--- config.mk ---
export PLATFORM = sky130hd
export DESIGN_NAME = vmac_lane_mul
export DESIGN_NICKNAME = d
export VERILOG_FILES = /design/src/rtl/vmac_pkg.sv /design/src/rtl/vmac_lane_mul.sv
export SDC_FILE = /design/constraint.sdc
export NUM_CORES = 1
export LEC_CHECK = 0
export BUFFER_PORTS_ARGS = -buffer_cell sky130_fd_sc_hd__buf_2
export CORE_MARGIN = 2
export CORE_UTILIZATION = 35
export DETAILED_ROUTE_END_ITERATION = 12
export PLACE_DENSITY = 0.5
export SLEW_MARGIN = 5
export SYNTH_ARGS = -nofsm -noshare
export SYNTH_HDL_FRONTEND = slang
export SYNTH_SLANG_ARGS = --single-unit
export TNS_END_PERCENT = 30
--- constraint.sdc ---
create_clock -name clk -period 9.24 [get_ports clk]
set_input_delay 0 -clock clk [delete_from_list [all_inputs] [get_ports clk]]
set_output_delay 0 -clock clk [all_outputs]
set_load 0.01 [all_outputs]
--- src/rtl/vmac_pkg.sv ---
// ============================================================================
// vmac_pkg: shared types and constants of the vector multiply-accumulate unit
// Opcode codes, the decoded per-request control bundle and the lane geometry.
// ============================================================================
package vmac_pkg;

    // Lane geometry.
    localparam int LANES      = 8;
    localparam int LANE_W     = 16;
    localparam int ACC_W      = 48;
    localparam int PROD_W     = 2 * (LANE_W + 1);
    localparam int MODE_W     = 4;
    localparam int VEC_W      = LANES * LANE_W;
    localparam int IN_DATA_W  = 264;
    localparam int OUT_DATA_W = VEC_W;

    // Rounding term added by the overwriting fractional multiplies.
    localparam logic [ACC_W-1:0] ROUND_HALF = 48'h0000_0000_8000;

    // Opcodes as they arrive on the input stream.
    typedef enum logic [MODE_W-1:0] {
        MODE_MULF = 4'd0,
        MODE_MULU = 4'd1,
        MODE_MUDL = 4'd2,
        MODE_MUDM = 4'd3,
        MODE_MUDN = 4'd4,
        MODE_MUDH = 4'd5,
        MODE_MACF = 4'd6,
        MODE_MACU = 4'd7,
        MODE_MADL = 4'd8,
        MODE_MADM = 4'd9,
        MODE_MADN = 4'd10,
        MODE_MADH = 4'd11
    } mode_t;

    // Product kind shared by the overwriting and the accumulating forms.
    typedef enum logic [2:0] {
        OP_FRAC  = 3'd0,
        OP_UFRAC = 3'd1,
        OP_LOW   = 3'd2,
        OP_MIDM  = 3'd3,
        OP_MIDN  = 3'd4,
        OP_HIGH  = 3'd5
    } op_t;

    // Decoded control that travels with a request down the lanes.
    typedef struct packed {
        logic legal;
        logic accum;
        op_t  op;
    } ctrl_t;

    // Opcode decoder. Unused codes give a request that leaves the
    // accumulators alone and returns zero.
    function automatic ctrl_t decode_mode(logic [MODE_W-1:0] mode);
        ctrl_t c;
        c.legal = 1'b1;
        c.accum = 1'b0;
        c.op    = OP_FRAC;
        unique case (mode)
            MODE_MULF: c.op = OP_FRAC;
            MODE_MULU: c.op = OP_UFRAC;
            MODE_MUDL: c.op = OP_LOW;
            MODE_MUDM: c.op = OP_MIDM;
            MODE_MUDN: c.op = OP_MIDN;
            MODE_MUDH: c.op = OP_HIGH;
            MODE_MACF: begin c.op = OP_FRAC;  c.accum = 1'b1; end
            MODE_MACU: begin c.op = OP_UFRAC; c.accum = 1'b1; end
            MODE_MADL: begin c.op = OP_LOW;   c.accum = 1'b1; end
            MODE_MADM: begin c.op = OP_MIDM;  c.accum = 1'b1; end
            MODE_MADN: begin c.op = OP_MIDN;  c.accum = 1'b1; end
            MODE_MADH: begin c.op = OP_HIGH;  c.accum = 1'b1; end
            default:   c.legal = 1'b0;
        endcase
        return c;
    endfunction

endpackage

--- src/rtl/vmac_lane_mul.sv ---
// ============================================================================
// vmac_lane_mul: multiply stage of one lane
// Extends both 16-bit operands by the signedness the opcode asks for and
// registers their 17 x 17 bit signed product.
// ============================================================================
module vmac_lane_mul (
    input  logic                              clk,
    input  logic                              en,
    input  vmac_pkg::op_t                     op,
    input  logic [vmac_pkg::LANE_W-1:0]       vs,
    input  logic [vmac_pkg::LANE_W-1:0]       vt,
    output logic signed [vmac_pkg::PROD_W-1:0] prod_reg
);

    logic                                  vs_signed;
    logic                                  vt_signed;
    logic signed [vmac_pkg::LANE_W:0]      vs_ext;
    logic signed [vmac_pkg::LANE_W:0]      vt_ext;
    logic signed [vmac_pkg::PROD_W-1:0]    prod_next;

    // Operand signedness per product kind.
    always_comb
    begin
        vs_signed = 1'b1;
        vt_signed = 1'b1;
        case (op) inside
            vmac_pkg::OP_LOW:  begin vs_signed = 1'b0; vt_signed = 1'b0; end
            vmac_pkg::OP_MIDM: vt_signed = 1'b0;
            vmac_pkg::OP_MIDN: vs_signed = 1'b0;
            default:           ;
        endcase
    end

    // One signed multiplier covers all four sign combinations.
    assign vs_ext    = {vs_signed & vs[vmac_pkg::LANE_W-1], vs};
    assign vt_ext    = {vt_signed & vt[vmac_pkg::LANE_W-1], vt};
    assign prod_next = vs_ext * vt_ext;

    // Product register, loaded when the request enters the lane.
    always_ff @(posedge clk)
    begin
        if (en)
        begin
            prod_reg <= prod_next;
        end
    end

endmodule

==> results_dict.tcl <==
set metrics [dict create \
    cp_common_cell "fa_1" \
    final_cells 1729 \
    htreeDepth 2 \
    ctsResizeCount 0 \
    die_y_um 189 \
    wl_mm 29.8 \
    synthesis.area_um2 12000 \
    critical_path_class "input port to register" \
    hpwl_mm 24.6 \
    grt_max_degree 35 \
    synth_cells 1242 \
    path_max_fanout 18 \
    overflow 0 \
    yosysTopAreaCell "fa_1" \
    max_freq_mhz 149 \
    period_share 0.726 \
    fin_nets 1699 \
    largest_register_ffs 34 \
    setup_violations 0 \
    wl_per_cell_um 17.2 \
    fin_area_um2 12900 \
    postCtsSetupBuffers 0 \
    dieArea_um2 35800 \
    synth_warnings 0 \
    crit_family "adder cells" \
    rsz0062_at_grt "false" \
    drt-pass1-iter-count 7 \
    synth_top_area_share 0.493 \
    arrival_ns 6.77 \
    status "finished clean" \
    ios 71 \
    grt_usage 0.183 \
    vias_per_cell 4.63 \
    synth_area_leaders "fa_1, inv_1, ha_1" \
    slowest_stage "fa_1" \
    dp.cells 1722 \
    routabilityCongestion 0.808 \
    holdPathEnd "prod_reg[0]" \
    synth-async-reset-ratio 0 \
    synth_ff_type "edfxtp_1" \
    place_area_um2 12800 \
    rows 67 \
    min_period_ns 6.71 \
    clk_pin_slew_ns 0.05 \
    final_common_cell "inv_1" \
    mostFrequentLayoutCells "inv_1, fa_1, and2_1, nand2_1, ha_1" \
    slowest_delay_ns 0.75 \
    cp-end-kind "register" \
    ant_nets 0 \
    path_cells "buf_2 > o21a_1 > and2_1 > inv_1 > fa_1 > fa_1 > inv_1 > fa_1 > fa_1 > inv_1 > fa_1 > fa_1 > inv_1 > ha_1 > nand4_1 > inv_1 > and3_1 > a211oi_2 > a21oi_2 > a211o_1 > a21oi_1 > xnor2_1" \
    drive_gt1_frac 0.0796 \
    synth.net_count 1660 \
    insertedDiodeCount 0 \
    relSlewSlack 0.417 \
    synth_cell_types 46 \
    worst_slew_pin_slew_ns 0.875 \
    min-delay-start "vs[0]" \
    timing_hold_violations_final 0 \
    grt_pass1_wl_mm 49.8 \
    ys_seq_area_frac 0.0850 \
    area_delta_synth_final_pct 7.75 \
    drc 0 \
    vias 8004 \
    synth-edff-count 34 \
    critical_path.startpoint_type "input port" \
    drtIter0Drc 235 \
    hp-class "input port to register" \
    clockRootBuffer "clkbuf_16" \
    whs_path_depth 2 \
    ys_ff_latch 34 \
    synth_area_per_cell_um2 9.68 \
    cts_sinks 34 \
    core_area_um2 33700 \
    postCtsHoldBufs 0 \
    antenna_found_initial 0 \
    io_buffer_count 70 \
    drv_slew 0 \
    cp_num_buf_inv 6 \
    grt_pass1_vias 9270 \
    drv_cap 0 \
    fin_setup_tns_ns 0 \
    worstPathRequired_ns 9.30 \
    start_util 0.357 \
    cts_tree "built" \
    cts_buffers 5 \
    die_x_um 189 \
    clockBufferDepth 2 \
]
layout make-up:
class	count	area, um2
clock inverter	2	33.8
sequential	34	1020
inverter	339	1270
timing repair buffer	71	358
multi-input combinational	830	9580
clock buffer	5	125
fill	3481	20800
tap	448	561
worst max path at each step:
stage / from / end / slack, ns / cells after the start
final: vs[15] / prod_reg[33] / 2.53 / 22
after global routing: vs[15] / prod_reg[33] / 2.23 / 22
after global placement: vs[15] / prod_reg[33] / 2.35 / 22
after CTS: vs[15] / prod_reg[33] / 2.57 / 22
after detailed placement: vs[15] / prod_reg[33] / 2.25 / 22
after floorplan: op[1] / prod_reg[33] / 3.24 / 25
cells by family after synthesis:
| group | Yosys count | share of synthesized area |
|---|---|---|
| adder cells (fa/ha/maj) | 381 | 0.582 |
| AO/OA/AOI/OAI | 67 | 0.0420 |
| flip-flops | 34 | 0.0850 |
| buffers and inverters | 378 | 0.118 |
| XOR/XNOR | 36 | 0.0262 |
| AND/OR/NAND/NOR | 346 | 0.147 |
cell usage after synthesis (6+ instances only):
cell type,count
and2_1,155
fa_1,296
edfxtp_1,34
ha_1,85
inv_1,339
nand2_1,134
a21o_1,6
a21oi_1,23
o21ai_0,8
clkbuf_1,38
xnor2_1,33
nor2_1,29
routing by layer:
layer,global-route usage,part of all wire
met5,0,0
met4,0.0429,0.018
met3,0.0265,0.035
met2,0.341,0.53
met1,0.223,0.41
metrics by stage:
| step | hold slack (ns) | util | setup slack [ns] |
|---|---|---|---|
| 5_1_grt | 0.288 | 0.384 | 2.23 |
| 3_5_place_dp | 0.410 | 0.380 | 2.25 |
| 4_1_cts | 0.254 | 0.384 | 2.57 |
| 2_1_floorplan | 0.112 | - | 3.24 |
| 3_3_place_gp | 0.409 | 0.380 | 2.35 |
| 6_report | 0.281 | 0.384 | 2.53 |
Power is not shown: default switching activity piles up to over one toggle a cycle in this logic, so the estimate is an artifact.
