===== src/rtl/vmac_pkg.sv =====
// ============================================================================
// vmac_pkg: shared types and constants of the vector multiply-accumulate unit
// Opcode codes, the decoded per-request control bundle and the lane geometry.
// ============================================================================
package vmac_pkg;

    // Lane geometry.
    localparam int LANES      = 8;
    localparam int LANE_W     = 16;
    localparam int ACC_W      = 48;
    localparam int PROD_W     = 2 * (LANE_W + 1);
    localparam int MODE_W     = 4;
    localparam int VEC_W      = LANES * LANE_W;
    localparam int IN_DATA_W  = 264;
    localparam int OUT_DATA_W = VEC_W;

    // Rounding term added by the overwriting fractional multiplies.
    localparam logic [ACC_W-1:0] ROUND_HALF = 48'h0000_0000_8000;

    // Opcodes as they arrive on the input stream.
    typedef enum logic [MODE_W-1:0] {
        MODE_MULF = 4'd0,
        MODE_MULU = 4'd1,
        MODE_MUDL = 4'd2,
        MODE_MUDM = 4'd3,
        MODE_MUDN = 4'd4,
        MODE_MUDH = 4'd5,
        MODE_MACF = 4'd6,
        MODE_MACU = 4'd7,
        MODE_MADL = 4'd8,
        MODE_MADM = 4'd9,
        MODE_MADN = 4'd10,
        MODE_MADH = 4'd11
    } mode_t;

    // Product kind shared by the overwriting and the accumulating forms.
    typedef enum logic [2:0] {
        OP_FRAC  = 3'd0,
        OP_UFRAC = 3'd1,
        OP_LOW   = 3'd2,
        OP_MIDM  = 3'd3,
        OP_MIDN  = 3'd4,
        OP_HIGH  = 3'd5
    } op_t;

    // Decoded control that travels with a request down the lanes.
    typedef struct packed {
        logic legal;
        logic accum;
        op_t  op;
    } ctrl_t;

    // Opcode decoder. Unused codes give a request that leaves the
    // accumulators alone and returns zero.
    function automatic ctrl_t decode_mode(logic [MODE_W-1:0] mode);
        ctrl_t c;
        c.legal = 1'b1;
        c.accum = 1'b0;
        c.op    = OP_FRAC;
        unique case (mode)
            MODE_MULF: c.op = OP_FRAC;
            MODE_MULU: c.op = OP_UFRAC;
            MODE_MUDL: c.op = OP_LOW;
            MODE_MUDM: c.op = OP_MIDM;
            MODE_MUDN: c.op = OP_MIDN;
            MODE_MUDH: c.op = OP_HIGH;
            MODE_MACF: begin c.op = OP_FRAC;  c.accum = 1'b1; end
            MODE_MACU: begin c.op = OP_UFRAC; c.accum = 1'b1; end
            MODE_MADL: begin c.op = OP_LOW;   c.accum = 1'b1; end
            MODE_MADM: begin c.op = OP_MIDM;  c.accum = 1'b1; end
            MODE_MADN: begin c.op = OP_MIDN;  c.accum = 1'b1; end
            MODE_MADH: begin c.op = OP_HIGH;  c.accum = 1'b1; end
            default:   c.legal = 1'b0;
        endcase
        return c;
    endfunction

endpackage


===== src/rtl/vmac_lane_acc.sv =====
// ============================================================================
// vmac_lane_acc: accumulate and clamp stage of one lane
// Holds the lane's 48-bit accumulator, scales the product for the opcode,
// overwrites or adds, and registers the clamped 16-bit lane result.
// ============================================================================
module vmac_lane_acc (
    input  logic                          clk,
    input  logic                          rst_n,
    input  logic                          en,
    input  vmac_pkg::ctrl_t               ctrl,
    input  logic signed [vmac_pkg::PROD_W-1:0] prod,
    output logic [vmac_pkg::LANE_W-1:0]   vd_reg
);

    logic [vmac_pkg::ACC_W-1:0]  acc_reg;
    logic [vmac_pkg::ACC_W-1:0]  acc_next;
    logic [vmac_pkg::ACC_W-1:0]  term;
    logic [vmac_pkg::ACC_W-1:0]  base;
    logic [vmac_pkg::LANE_W-1:0] vd_next;
    logic                        mid_fits;
    logic                        mid_neg;

    // Scale the product into accumulator position.
    always_comb
    begin
        term = '0;
        case (ctrl.op) inside
            vmac_pkg::OP_FRAC, vmac_pkg::OP_UFRAC:
                term = {{13{prod[33]}}, prod, 1'b0};
            vmac_pkg::OP_LOW:
                term = {32'd0, prod[31:16]};
            vmac_pkg::OP_MIDM, vmac_pkg::OP_MIDN:
                term = {{14{prod[33]}}, prod};
            vmac_pkg::OP_HIGH:
                term = {prod[31:0], 16'd0};
            default:
                term = '0;
        endcase
    end

    // Overwriting forms start from zero, or from the rounding half for the
    // fractional multiplies; accumulating forms start from the accumulator.
    always_comb
    begin
        if (ctrl.accum)
        begin
            base = acc_reg;
        end
        else if (ctrl.op == vmac_pkg::OP_FRAC || ctrl.op == vmac_pkg::OP_UFRAC)
        begin
            base = vmac_pkg::ROUND_HALF;
        end
        else
        begin
            base = '0;
        end
    end

    assign acc_next = base + term;

    // Bits 47:16 fit in 16 signed bits when bits 47:31 all agree.
    assign mid_fits = (&acc_next[47:31]) | ~(|acc_next[47:31]);
    assign mid_neg  = acc_next[47];

    // Output clamp selected by the opcode.
    always_comb
    begin
        vd_next = '0;
        if (ctrl.legal)
        begin
            case (ctrl.op) inside
                vmac_pkg::OP_UFRAC:
                    vd_next = mid_neg ? 16'h0000 :
                              (mid_fits ? acc_next[31:16] : 16'hFFFF);
                vmac_pkg::OP_LOW, vmac_pkg::OP_MIDN:
                    vd_next = mid_fits ? acc_next[15:0] :
                              (mid_neg ? 16'h0000 : 16'hFFFF);
                default:
                    vd_next = mid_fits ? acc_next[31:16] :
                              (mid_neg ? 16'h8000 : 16'h7FFF);
            endcase
        end
    end

    // Accumulator, cleared at reset and left alone by unused opcodes.
    always_ff @(posedge clk or negedge rst_n)
    begin
        if (!rst_n)
        begin
            acc_reg <= '0;
        end
        else if (en && ctrl.legal)
        begin
            acc_reg <= acc_next;
        end
    end

    // Lane result register.
    always_ff @(posedge clk)
    begin
        if (en)
        begin
            vd_reg <= vd_next;
        end
    end

endmodule


===== config.mk =====
export PLATFORM = sky130hd
export DESIGN_NAME = vmac_lane_acc
export DESIGN_NICKNAME = d
export VERILOG_FILES = /design/src/rtl/vmac_pkg.sv /design/src/rtl/vmac_lane_acc.sv
export SDC_FILE = /design/constraint.sdc
export NUM_CORES = 1
export LEC_CHECK = 0
export CAP_MARGIN = 20
export CORE_ASPECT_RATIO = 1.75
export CORE_MARGIN = 8
export CORE_UTILIZATION = 30
export CTS_CLUSTER_DIAMETER = 100
export DETAILED_ROUTE_END_ITERATION = 16
export DONT_BUFFER_PORTS = 1
export RECOVER_POWER = 25
export SETUP_SLACK_MARGIN = 0.5
export SLEW_MARGIN = 40
export SYNTH_ARGS = -nofsm -noshare
export SYNTH_HDL_FRONTEND = slang
export SYNTH_SLANG_ARGS = --single-unit
export TNS_END_PERCENT = 1

===== constraint.sdc =====
create_clock -name clk -period 4.7 [get_ports clk]
set_input_delay 0.94 -clock clk [delete_from_list [all_inputs] [get_ports clk]]
set_output_delay 0.94 -clock clk [all_outputs]
set_load 0.02 [all_outputs]

==> summary.json <==
{
  "outcome": {
    "outcome": "finished with violations",
    "failed_checks": "negative setup slack"
  },
  "layout": {
    "largest_register_ff_count": 48,
    "layout_commonest_cell": "sky130_fd_sc_hd__buf_4",
    "layout_common_cells": "256 x sky130_fd_sc_hd__buf_4, 118 x sky130_fd_sc_hd__nand2_1, 102 x sky130_fd_sc_hd__a21oi_1",
    "final_net_count": 1278,
    "diodes": 0,
    "area_delta_synth_final_pct": 46.5,
    "fill_cells": 2426,
    "seq_area_sq_um": 1680,
    "final_layout_size_suffix_gt1_share_pct": 37.6,
    "multi_input_area_sq_um": 6260
  },
  "floorplan": {
    "top_level_ports": 58,
    "fp.coreArea_sq_um": 24300,
    "fp-row-count": 76,
    "die_height_um": 223,
    "die_area_sq_um": 29900,
    "initial_core_util_pct": 30.2,
    "die_w_um": 134
  },
  "grt": {
    "grt_overflow": 0,
    "pin_count_of_the_biggest_net_entering_global_routing": 55,
    "first_global_vias": 8732,
    "number_of_antenna_violations_at_the_first_check_in_global_routing": 1,
    "global_route_wire_length_before_repair_mm": 51.2,
    "grt_total_usage_pct": 22.7
  },
  "clocking": {
    "clock_insertion_delay_worst_skew_ns": 0.36,
    "clock-sinks": 64,
    "cts.path.max_buffers": 2,
    "number_of_buffers_inserted_during_clock_tree_synthesis": 9,
    "ctsHtreeMaxLevel": 3,
    "tritoncts_clock_tree": "yes",
    "clkSlewWorstSetupHoldPaths_ns": 0.06,
    "holdBufCountCts": 0,
    "clock-root-buffer": "sky130_fd_sc_hd__clkbuf_16"
  },
  "worst_setup_path": {
    "path_class": "in2reg",
    "timing.critical_path.arrival_ns": 5.34,
    "rrSetupSlack_ns": 0.23,
    "worstSetupEndpointType": "flip-flop",
    "timing.critical_path.required_ns": 4.89,
    "setup.worst_path.start": "ctrl[1]",
    "reg2reg_from": "acc_reg[0]",
    "critPathLaunchType": "primary input",
    "maximum_fanout_count_along_the_critical_path": 54
  },
  "logic_synthesis": {
    "syn_warnings": 0,
    "synth.net_count": 1073,
    "synthCells": 983,
    "mappedNetlistArea_sq_um": 7350,
    "synth_async_sr_flop_share_pct": 75.0,
    "synth-edff-count": 16,
    "synth.ff_latch_count": 64,
    "ys_dominant_reg_cell": "sky130_fd_sc_hd__dfrtp_1",
    "synth_cell_type_count": 70,
    "synthTopCellsByArea": "sky130_fd_sc_hd__dfrtp_1 16%, sky130_fd_sc_hd__a21oi_1 8.3%, sky130_fd_sc_hd__ha_1 8.0%",
    "synth_area_leader_cell": "sky130_fd_sc_hd__dfrtp_1",
    "netlist.area_leader.share_pct": 16.4,
    "syn_avg_cell_area_sq_um": 7.47,
    "seq_area_frac_synth_pct": 22.9
  },
  "timing": {
    "fin_crit_sh_pct": 110,
    "holdWs_ns": 0.270,
    "fin_ws_ns": -0.456,
    "hold_violations": 0,
    "final-setup-viol-count": 16,
    "setup_tns_ns": -6.42,
    "timing.clock.skew_ns": 0.00697,
    "fin_crit_ns": 5.16,
    "relSlewSlack_pct": 47.4,
    "maxClockFrequency_mhz": 194,
    "worstMarginPinSlew_ns": 0.785,
    "final-max-slew-violation-count": 0,
    "rsz0062_at_grt": "true"
  },
  "placed_design": {
    "finalWeightedCongestion": 1.06,
    "dp_hpwl_mm": 26.3,
    "port_buffer_cells": 0
  },
  "drt": {
    "vias_per_cell": 5.76,
    "routed_wl_mm": 34.6,
    "detail-route-antenna-nets": 0,
    "drc": 0,
    "avgRoutedWirePerCell_um": 23.0,
    "dr.first_iter.drc_count": 629,
    "vias_post_dr": 8665,
    "first_pass_iters": 5
  },
  "flow_run": {
    "maxCapViolations": 0
  },
  "power_and_ir_drop": {
    "max-vdd-ir-drop_uv": 207,
    "cellPowerDensity_nw_per_um2": 365,
    "power_leakage_nw": 4.53,
    "report.power.total_w": 0.00392
  },
  "hold_path": {
    "hold_path.class": "in2async"
  }
}
==> critical path, stage by stage <==
cell	delay, ns
sky130_fd_sc_hd__and2_1	0.20
sky130_fd_sc_hd__buf_4	0.18
sky130_fd_sc_hd__a21oi_1	0.30
sky130_fd_sc_hd__o21ai_4	0.11
sky130_fd_sc_hd__ha_4	0.28
sky130_fd_sc_hd__and2_4	0.16
sky130_fd_sc_hd__nand3_4	0.09
sky130_fd_sc_hd__a2111oi_4	0.31
sky130_fd_sc_hd__buf_4	0.21
sky130_fd_sc_hd__o211ai_1	0.13
sky130_fd_sc_hd__nand3_2	0.13
sky130_fd_sc_hd__nand3_2	0.07
sky130_fd_sc_hd__or4_4	0.53
sky130_fd_sc_hd__or4_4	0.43
sky130_fd_sc_hd__or4_4	0.66
sky130_fd_sc_hd__o22a_4	0.32
sky130_fd_sc_hd__o32ai_2	0.27
==> kinds of logic after synthesis <==
group | share of synthesized area [%]
flip-flops | 22.9
AO/OA/AOI/OAI | 29.2
adder cells (fa/ha/maj) | 8.28
multiplexers | 4.89
AND/OR/NAND/NOR | 25.1
buffers and inverters | 4.50
XOR/XNOR | 5.13
==> synthesized netlist by cell type, types with 5 or more instances <==
library cell / instances
sky130_fd_sc_hd__a211oi_1: 6
sky130_fd_sc_hd__a21o_1: 8
sky130_fd_sc_hd__a21oi_1: 122
sky130_fd_sc_hd__a22o_1: 15
sky130_fd_sc_hd__a22oi_1: 5
sky130_fd_sc_hd__a31oi_1: 14
sky130_fd_sc_hd__and2_1: 50
sky130_fd_sc_hd__clkbuf_1: 69
sky130_fd_sc_hd__dfrtp_1: 48
sky130_fd_sc_hd__edfxtp_1: 16
sky130_fd_sc_hd__ha_1: 47
sky130_fd_sc_hd__inv_1: 10
sky130_fd_sc_hd__mux2_2: 31
sky130_fd_sc_hd__nand2_1: 123
sky130_fd_sc_hd__nand3_1: 10
sky130_fd_sc_hd__nand4_1: 25
sky130_fd_sc_hd__nor2_1: 47
sky130_fd_sc_hd__nor2b_1: 39
sky130_fd_sc_hd__nor3_1: 37
sky130_fd_sc_hd__o211ai_1: 7
sky130_fd_sc_hd__o21a_1: 8
sky130_fd_sc_hd__o21ai_0: 103
sky130_fd_sc_hd__o22ai_1: 7
sky130_fd_sc_hd__o32ai_1: 14
sky130_fd_sc_hd__xnor2_1: 14
sky130_fd_sc_hd__xor2_1: 29
==> through the flow <==
stage	std cells	worst slack, ns	utilization [%]	area, sq um
2_1_floorplan	983	-0.763	-	7400
3_3_place_gp	1466	-1.25	38.4	9350
3_5_place_dp	1466	-1.22	38.4	9350
4_1_cts	1497	-0.340	42.6	10400
5_1_grt	1505	-0.611	44.2	10800
6_report	1505	-0.456	44.2	10800
==> repair_timing <==
action,in CTS,in global routing
cloned,4,1
pin swaps,60,41
setup endpoints to repair,19,18
buffers inserted,11,7
gates resized for setup,121,62
==> power breakdown <==
group | switching (W) | internal [W]
combinational | 0.00127 | 0.00111
sequential | 0.000105 | 0.000757
clock | 0.000277 | 0.000407
==> per-layer routing <==
layer	vias to the layer above	part of all wire [%]	GRT usage [%]
met3	153	3.5	2.52
met2	308	53	42.0
met4	2	11	22.5
met1	4160	33	20.6
li1	4042	-	-
met5	-	0.040	0
==> worst paths after layout <==
path	endpoint	depth (start not counted)
worst max-delay path	vd_reg[7]	17
worst min-delay path	acc_reg[25]	0
worst max register to register	vd_reg[7]	16
worst min register to register	acc_reg[33]	2
max in group asynchronous	acc_reg[3]	0
min in group clk	acc_reg[33]	2
==> cell type report <==
cell class                      count  area share [%]
Clock buffer                       10            2.13
Clock inverter                      6           0.558
Inverter                           10           0.349
Multi-Input combinational cell    835            58.2
Sequential cell                    64            15.6
Tap cell                          312            3.63
Timing Repair Buffer              268            19.5
(Power assumes the default switching activity.)
